===== src/design/aip_pkg.sv =====
`default_nettype none

package aip_pkg;

   // Largest alphabet the digit lookup supports; the two alphabet registers hold 16 bytes.
   localparam int unsigned MAX_RADIX_CHARS = 16;
   localparam int unsigned ALPHA_BYTES     = 16;

   localparam logic [7:0] CH_NUL   = 8'd0;
   localparam logic [7:0] CH_TAB   = 8'd9;
   localparam logic [7:0] CH_CR    = 8'd13;
   localparam logic [7:0] CH_SPACE = 8'd32;
   localparam logic [7:0] CH_PLUS  = 8'd43;
   localparam logic [7:0] CH_MINUS = 8'd45;

   localparam logic [63:0] DIGITS_LOW_RESET  = 64'h3736_3534_3332_3130;
   localparam logic [63:0] DIGITS_HIGH_RESET = 64'h0000_0000_0000_3938;
   localparam logic [4:0]  RADIX_RESET       = 5'd10;

   typedef enum logic [1:0] {
      PH_SPACE  = 2'd0,
      PH_SIGN   = 2'd1,
      PH_DIGITS = 2'd2,
      PH_DONE   = 2'd3
   } phase_type;

   typedef enum logic [1:0] {
      ST_OK           = 2'd0,
      ST_BAD_ALPHABET = 2'd1,
      ST_RANGE        = 2'd2
   } status_type;

   typedef enum logic [1:0] {
      CSR_DIGITS_LOW   = 2'd0,
      CSR_DIGITS_HIGH  = 2'd1,
      CSR_RADIX_LENGTH = 2'd2
   } csr_index_type;

   function automatic logic is_space(input logic [7:0] c);
      return (c == CH_SPACE) || ((c >= CH_TAB) && (c <= CH_CR));
   endfunction

   function automatic logic is_sign(input logic [7:0] c);
      return (c == CH_PLUS) || (c == CH_MINUS);
   endfunction

endpackage

`default_nettype wire


===== src/design/aip_if.sv =====
`default_nettype none

interface aip_req_if;
   logic       valid;
   logic       ready;
   logic [7:0] character;
   logic       last;

   modport source (output valid, output character, output last, input ready);
   modport sink (input valid, input character, input last, output ready);
endinterface

interface aip_rsp_if;
   logic               valid;
   logic               ready;
   logic signed [31:0] value;
   logic [1:0]         status;

   modport source (output valid, output value, output status, input ready);
   modport sink (input valid, input value, input status, output ready);
endinterface

`default_nettype wire


===== src/design/ascii_integer_parse_in_base.sv =====
`default_nettype none

// Converts a byte string, one character per transfer, into a signed 32-bit integer in a
// programmable alphabet of up to 16 digit characters (digit value is the position in the
// alphabet). Leading whitespace is skipped, then any run of plus and minus signs (an odd
// number of minus signs negates), then digits until the first non-digit byte. The transfer
// marked last produces one result: the value and a status (0 ok, 1 invalid alphabet,
// 2 out of range); the value is zero on any error. The alphabet compare and the
// multiply-add by the radix sit between the parse registers and the result register,
// so a character is accepted every cycle while the result register is empty or being
// drained, and the registered result shows in the cycle after its last character.
// Alphabet registers should be written between strings.
module ascii_integer_parse_in_base (
   input  logic        clock,
   input  logic        reset,
   aip_req_if.sink     req_bus,
   aip_rsp_if.source   rsp_bus,
   input  logic        csr_write_en,
   input  logic [1:0]  csr_index,
   input  logic [63:0] csr_write_data
);

   logic [63:0] digits_low_ff, digits_low_in;
   logic [63:0] digits_high_ff, digits_high_in;
   logic [4:0]  radix_ff, radix_in;

   aip_pkg::phase_type phase_ff, phase_in;
   logic               parity_ff, parity_in;
   logic [31:0]        magnitude_ff, magnitude_in;
   logic               range_ff, range_in;

   logic               rsp_valid_ff, rsp_valid_in;
   logic signed [31:0] value_ff, value_in;
   logic [1:0]         status_ff, status_in;

   logic [7:0]  alpha [aip_pkg::ALPHA_BYTES];
   logic [aip_pkg::ALPHA_BYTES-1:0] in_use;
   logic [aip_pkg::ALPHA_BYTES-1:0] bad_char;
   logic [4:0]  active_len;
   logic        len_ok;
   logic        alphabet_ok;
   logic        hit;
   logic [3:0]  digit;

   logic               accept;
   logic               req_ready;
   aip_pkg::phase_type phase_a, phase_b;
   logic               sign_step, digit_step;
   logic [36:0]        acc;
   logic               parity_upd, range_upd;
   logic [31:0]        magnitude_upd;

   // Configuration registers.
   always_comb begin
      digits_low_in  = digits_low_ff;
      digits_high_in = digits_high_ff;
      radix_in       = radix_ff;
      if (csr_write_en) begin
         unique case (csr_index)
            aip_pkg::CSR_DIGITS_LOW:   digits_low_in  = csr_write_data;
            aip_pkg::CSR_DIGITS_HIGH:  digits_high_in = csr_write_data;
            aip_pkg::CSR_RADIX_LENGTH: radix_in       = csr_write_data[4:0];
            default: ;
         endcase
      end
   end

   always_ff @(posedge clock) begin
      if (reset) begin
         digits_low_ff  <= aip_pkg::DIGITS_LOW_RESET;
         digits_high_ff <= aip_pkg::DIGITS_HIGH_RESET;
         radix_ff       <= aip_pkg::RADIX_RESET;
      end else begin
         digits_low_ff  <= digits_low_in;
         digits_high_ff <= digits_high_in;
         radix_ff       <= radix_in;
      end
   end

   // Alphabet decode and validity.
   assign active_len = (radix_ff > 5'(aip_pkg::MAX_RADIX_CHARS)) ?
                       5'(aip_pkg::MAX_RADIX_CHARS) : radix_ff;
   assign len_ok = (radix_ff >= 5'd2) && (radix_ff <= 5'(aip_pkg::MAX_RADIX_CHARS));

   always_comb begin
      for (int i = 0; i < aip_pkg::ALPHA_BYTES; i++) begin
         if (i < 8) begin
            alpha[i] = digits_low_ff[8*i +: 8];
         end else begin
            alpha[i] = digits_high_ff[8*(i-8) +: 8];
         end
         in_use[i] = 5'(i) < active_len;
      end
   end

   always_comb begin
      for (int i = 0; i < aip_pkg::ALPHA_BYTES; i++) begin
         bad_char[i] = in_use[i] && ((alpha[i] == aip_pkg::CH_NUL) ||
                       aip_pkg::is_space(alpha[i]) || aip_pkg::is_sign(alpha[i]));
         // A repeat of any earlier character makes the alphabet ambiguous.
         for (int j = 0; j < i; j++) begin
            if (in_use[i] && (alpha[i] == alpha[j])) begin
               bad_char[i] = 1'b1;
            end
         end
      end
   end

   assign alphabet_ok = len_ok && (bad_char == '0);

   // The lowest matching position wins, so scan from the top down.
   always_comb begin
      hit   = 1'b0;
      digit = '0;
      for (int i = aip_pkg::ALPHA_BYTES - 1; i >= 0; i--) begin
         if (in_use[i] && (alpha[i] == req_bus.character)) begin
            hit   = 1'b1;
            digit = 4'(i);
         end
      end
   end

   // Handshake: the result register frees up in the same cycle it is drained.
   assign req_ready     = !rsp_valid_ff || rsp_bus.ready;
   assign req_bus.ready = req_ready;
   assign accept        = req_bus.valid && req_ready;

   // Phase walk for the current character.
   always_comb begin
      phase_a = phase_ff;
      if ((phase_ff == aip_pkg::PH_SPACE) && !aip_pkg::is_space(req_bus.character)) begin
         phase_a = aip_pkg::PH_SIGN;
      end
      phase_b = phase_a;
      if ((phase_a == aip_pkg::PH_SIGN) && !aip_pkg::is_sign(req_bus.character)) begin
         phase_b = aip_pkg::PH_DIGITS;
      end
      sign_step  = (phase_a == aip_pkg::PH_SIGN) && aip_pkg::is_sign(req_bus.character);
      digit_step = (phase_b == aip_pkg::PH_DIGITS) && hit;
   end

   always_comb begin
      phase_in = phase_ff;
      if (accept) begin
         if (req_bus.last) begin
            phase_in = aip_pkg::PH_SPACE;
         end else if ((phase_b == aip_pkg::PH_DIGITS) && !hit) begin
            phase_in = aip_pkg::PH_DONE;
         end else begin
            phase_in = phase_b;
         end
      end
   end

   // Accumulator and result. The magnitude never exceeds 2^31, so 37 bits hold the sum.
   always_comb begin
      acc = 37'(magnitude_ff) * 37'(active_len) + 37'(digit);
      parity_upd    = parity_ff ^ (sign_step && (req_bus.character == aip_pkg::CH_MINUS));
      range_upd     = range_ff;
      magnitude_upd = magnitude_ff;
      if (digit_step && !range_ff) begin
         if (acc > 37'h0_8000_0000) begin
            range_upd = 1'b1;
         end else begin
            magnitude_upd = acc[31:0];
         end
      end

      value_in  = value_ff;
      status_in = status_ff;
      if (accept && req_bus.last) begin
         value_in = '0;
         if (!alphabet_ok) begin
            status_in = aip_pkg::ST_BAD_ALPHABET;
         end else if (range_upd || (!parity_upd && magnitude_upd[31])) begin
            status_in = aip_pkg::ST_RANGE;
         end else begin
            status_in = aip_pkg::ST_OK;
            value_in  = parity_upd ? -$signed(magnitude_upd) : $signed(magnitude_upd);
         end
      end

      parity_in    = parity_ff;
      magnitude_in = magnitude_ff;
      range_in     = range_ff;
      if (accept) begin
         parity_in    = req_bus.last ? 1'b0 : parity_upd;
         magnitude_in = req_bus.last ? '0 : magnitude_upd;
         range_in     = req_bus.last ? 1'b0 : range_upd;
      end

      if (accept && req_bus.last) begin
         rsp_valid_in = 1'b1;
      end else if (rsp_bus.ready) begin
         rsp_valid_in = 1'b0;
      end else begin
         rsp_valid_in = rsp_valid_ff;
      end
   end

   always_ff @(posedge clock) begin
      if (reset) begin
         phase_ff     <= aip_pkg::PH_SPACE;
         parity_ff    <= 1'b0;
         magnitude_ff <= '0;
         range_ff     <= 1'b0;
         rsp_valid_ff <= 1'b0;
      end else begin
         phase_ff     <= phase_in;
         parity_ff    <= parity_in;
         magnitude_ff <= magnitude_in;
         range_ff     <= range_in;
         rsp_valid_ff <= rsp_valid_in;
      end
   end

   always_ff @(posedge clock) begin
      value_ff  <= value_in;
      status_ff <= status_in;
   end

   assign rsp_bus.valid  = rsp_valid_ff;
   assign rsp_bus.value  = value_ff;
   assign rsp_bus.status = status_ff;

endmodule

`default_nettype wire


===== src/flat_wrapper.sv =====
// flat-port wrapper written by rule: the top's interface ports become plain ports
module ascii_integer_parse_in_base_flat 
  (clock, reset, csr_write_en, csr_index, csr_write_data, req_bus_valid, req_bus_character, req_bus_last, req_bus_ready, rsp_bus_valid, rsp_bus_value, rsp_bus_status, rsp_bus_ready);
  aip_req_if req_bus_i ();
  aip_rsp_if rsp_bus_i ();
  input  logic clock;
  input  logic reset;
  input  logic csr_write_en;
  input  logic [1:0] csr_index;
  input  logic [63:0] csr_write_data;
  input wire logic [$bits(req_bus_i.valid)-1:0] req_bus_valid;
  input wire logic [$bits(req_bus_i.character)-1:0] req_bus_character;
  input wire logic [$bits(req_bus_i.last)-1:0] req_bus_last;
  output wire logic [$bits(req_bus_i.ready)-1:0] req_bus_ready;
  output wire logic [$bits(rsp_bus_i.valid)-1:0] rsp_bus_valid;
  output wire logic [$bits(rsp_bus_i.value)-1:0] rsp_bus_value;
  output wire logic [$bits(rsp_bus_i.status)-1:0] rsp_bus_status;
  input wire logic [$bits(rsp_bus_i.ready)-1:0] rsp_bus_ready;
  assign req_bus_i.valid = req_bus_valid;
  assign req_bus_i.character = req_bus_character;
  assign req_bus_i.last = req_bus_last;
  assign req_bus_ready = req_bus_i.ready;
  assign rsp_bus_valid = rsp_bus_i.valid;
  assign rsp_bus_value = rsp_bus_i.value;
  assign rsp_bus_status = rsp_bus_i.status;
  assign rsp_bus_i.ready = rsp_bus_ready;
  ascii_integer_parse_in_base u_core (.clock(clock), .reset(reset), .req_bus(req_bus_i), .rsp_bus(rsp_bus_i), .csr_write_en(csr_write_en), .csr_index(csr_index), .csr_write_data(csr_write_data));
endmodule

===== config.mk =====
export PLATFORM = sky130hd
export DESIGN_NAME = ascii_integer_parse_in_base_flat
export DESIGN_NICKNAME = d
export VERILOG_FILES = /design/src/design/aip_pkg.sv /design/src/design/aip_if.sv /design/src/design/ascii_integer_parse_in_base.sv /design/src/flat_wrapper.sv
export SDC_FILE = /design/constraint.sdc
export NUM_CORES = 2
export LEC_CHECK = 0
export BUFFER_PORTS_ARGS = -buffer_cell sky130_fd_sc_hd__buf_2
export CAP_MARGIN = 20
export CELL_PAD_IN_SITES_DETAIL_PLACEMENT = 1
export CELL_PAD_IN_SITES_GLOBAL_PLACEMENT = 1
export CORE_MARGIN = 2
export CORE_UTILIZATION = 52
export CTS_CLUSTER_SIZE = 16
export DETAILED_ROUTE_END_ITERATION = 10
export GPL_TIMING_DRIVEN = 0
export PLACE_DENSITY_LB_ADDON = 0.3
export SYNTH_ARGS = -nofsm -noshare
export SYNTH_HDL_FRONTEND = slang
export SYNTH_SLANG_ARGS = --single-unit

===== constraint.sdc =====
create_clock -name clock -period 20 [get_ports clock]
set_input_delay 2 -clock clock [delete_from_list [all_inputs] [get_ports clock]]
set_output_delay 2 -clock clock [all_outputs]
set_load 0.1 [all_outputs]

==> flow_metrics.py <==
metrics = {
    "sta": {
        "final-max-slew-violation-count": 11,
        "finClkSkew_ns": 0.0191,
        "rsz0062_at_grt": "false",
        "setup_viol_count_final": 0,
        "finalSetupTns_ns": 0,
        "tightest_slew_ns": 1.51,
        "finalWorstSetupSlack_ns": 6.86,
        "hold_viol": 0,
        "fin_crit_sh_pct": 65.7,
        "slew_headroom_pct": -0.798,
        "whs_ns": 0.575,
        "layout_min_cycle_time_ns": 13.14,
        "fmax_ghz": 0.0761,
    },
    "global_route": {
        "track_usage_pct": 50.8,
        "overflow": 0,
        "grt_pass1_vias": 31500,
        "grt_max_degree": 36,
        "antenna_found_initial": 5,
        "grt_pass1_wl_microns": 213000,
    },
    "clock_network": {
        "clock_latency_ns": 0.60,
        "clock_sinks": 204,
        "cts_made_buffers": 28,
        "clk_pin_slew_ns": 0.06,
        "root_buffer": "clkbuf_16",
        "h-tree-depth": 1,
        "ctsHoldBuffers": 0,
        "ctsResizeCount": 0,
        "ctsLongestPathBuffers": 3,
        "tritoncts": "done",
        "post_cts_buffers": 0,
    },
    "worst_setup_path": {
        "end_kind": "flop",
        "worst-setup-path-type": "input port to flop",
        "worstReg2RegEnd": "u_core.rsp_bus.value[26]",
        "worstPathArrival_ns": 13.47,
        "regToRegSetupSlack_ns": 7.63,
        "path_depth": 34,
        "worst_path_largest_cell_delay_ns": 0.92,
        "critPathBufInv": 5,
        "cp_data_required_time_ns": 20.33,
        "cp_top_family": "simple AND/OR/NAND/NOR gates",
        "slowest_stage": "nor4_1",
        "worstPathMaxFanout": 10,
        "ff2ff_path_depth": 32,
        "rr_startpoint": "u_core.radix_ff[4]",
        "worstSetupStartpointType": "input port",
        "critPathLaunch": "req_bus_character[0]",
    },
    "detailed_routing": {
        "drtIter0Drc": 5638,
        "wl_per_cell_microns": 32.4,
        "vias_per_cell": 6.90,
        "dr.pass1.iters": 8,
        "num_vias": 32400,
        "drt_wl_total_microns": 152000,
        "drc_errors": 0,
        "ant_nets": 0,
    },
    "synth": {
        "ys_warn_count": 0,
        "ys_ff_latch": 204,
        "yosysSeqAreaShare_pct": 15.4,
        "synth_async_sr_flop_share_pct": 0,
        "synth_flop_cell": "dfxtp_1",
        "synthCells": 3773,
        "synthesis.area_sq_um": 28800,
        "synth_nets": 4021,
        "synth.top_cells.by_area": "xor2_1, xnor2_1, dfxtp_1",
        "synth_edf_count": 34,
        "synth_cell_types": 80,
        "yosys.area.top_type_share_pct": 18.2,
        "syn_avg_cell_area_sq_um": 7.63,
        "synth_top_area_cell": "xor2_1",
    },
    "hold_path": {
        "holdPathEnd": "u_core.phase_ff[0]",
        "min_path_type": "flop to flop",
        "worst_hold_startpoint": "u_core.phase_ff[0]",
        "whs_path_depth": 2,
    },
    "floorplanning": {
        "die_x_microns": 239,
        "start_util_pct": 52.5,
        "die_y_microns": 239,
        "fp-row-count": 86,
        "core_sq_um": 54900,
        "dieArea_sq_um": 57300,
        "io_pins": 116,
    },
    "outcome": {
        "violations": "max-capacitance violations, max-slew violations",
        "status": "finished, violations left",
    },
    "power": {
        "seqPwrFrac_pct": 29.8,
        "p_int_w": 0.000879,
        "net-switching-power_w": 0.000591,
        "power_w": 0.00147,
        "power_density_nw_per_um2": 46.0,
        "pwr-share-clk_pct": 35.7,
        "p_leak_nw": 13.3,
        "sw_frac_of_total_pct": 40.2,
        "comb_power_share_pct": 34.5,
        "peakVddDrop_mv": 0.0715,
    },
    "flow_run": {
        "maxCapViolCount": 1,
    },
    "placement": {
        "portBuffers": 109,
        "hpwl_microns": 109000,
        "dp.cells": 4606,
        "gp_congestion": 1.08,
        "post-place-ws_ns": 6.94,
    },
    "layout": {
        "mostFrequentLayoutCell": "xor2_1",
        "final_cells": 4694,
        "synthToLayoutAreaGrowth_pct": 10.8,
        "final_cell_mix": "xor2_1, xnor2_1, nand2_1",
        "finalNetCount": 4213,
        "drive_above_1_share_pct": 6.77,
    },
}
[worst min-delay path: stages (launching register included)]
cell and delay [ns]:
dfxtp_1 0.34, a21oi_1 0.14, nor2_1 0.05
[routing by layer]
| metal | global-route usage [%] | wire length [microns] | vias to the layer above |
|---|---|---|---|
| met4 | 29.1 | 11200 | 6 |
| li1 | - | - | 13000 |
| met3 | 20.9 | 25800 | 815 |
| met2 | 68.4 | 57900 | 2870 |
| met1 | 67.5 | 57300 | 15700 |
| met5 | 0.606 | 65 | - |
[kinds of logic (layout without fill, tap and decap cells)]
family          after synthesis  after routing  synth area share, %
flops                       204            204                 15.4
xor+xnor                   1157           1157                 35.2
compound gates              448            448                 9.64
simple gates               1270           1270                 22.2
mux                          36             36                 1.34
other cells                   0              4                    0
fa+ha+maj                   168            168                 9.75
buf+inv                     490            703                 6.51
[final cells by class]
class | instances | area, sq um
inverters | 88 | 330
flip-flops and latches | 204 | 4420
well taps | 704 | 881
repair buffers | 162 | 1320
diodes | 4 | 10.0
fillers | 6966 | 23000
plain buffers | 402 | 1550
multi-input cells | 3079 | 22500
clock buffers | 37 | 786
clock inverters | 14 | 126
[state kept, by name, summed over array words and instances (netlist names)]
name and cells:
u_core.digits_high_ff 64, u_core.digits_low_ff 64, u_core.magnitude_ff 32, u_core.rsp_bus.value 32
u_core.radix_ff 5, u_core.phase_ff 2, u_core.rsp_bus.status 2, u_core.parity_ff 1
u_core.range_ff 1, u_core.rsp_bus.valid 1
[worst max path at each step]
stage	to	slack (ns)
after floorplan	u_core.rsp_bus.value[26]	9.84
after global placement	u_core.rsp_bus.value[26]	7.13
after detailed placement	u_core.rsp_bus.value[26]	6.94
after CTS	u_core.rsp_bus.value[26]	7.45
after global routing	u_core.rsp_bus.value[26]	6.77
final	u_core.rsp_bus.value[26]	6.86
[power groups by stage]
stage	Combinational, W	Sequential, W	Clock (W)
after floorplan	0.000284	0.000458	0
after global placement	0.000439	0.000445	0
after detailed placement	0.000457	0.000445	0
after CTS	0.000460	0.000437	0.000512
after global routing	0.000512	0.000438	0.000529
final	0.000507	0.000438	0.000525
[per-stage QoR]
stage	util (%)	cell area, sq um
2_1_floorplan	-	28800
3_3_place_gp	55.1	30200
3_5_place_dp	55.6	30500
4_1_cts	57.3	31400
5_1_grt	58.2	31900
6_report	58.2	31900
[Yosys cell counts (all sizes together) (74+ instances only)]
cell type	n
xnor2	559
nand2	470
inv	88
clkbuf	282
nand4	155
fa	94
nor2	183
o21ai	85
xor2	598
a21oi	193
ha	74
nor4	181
buf	120
dfxtp	170
(Power assumes the default switching activity.)
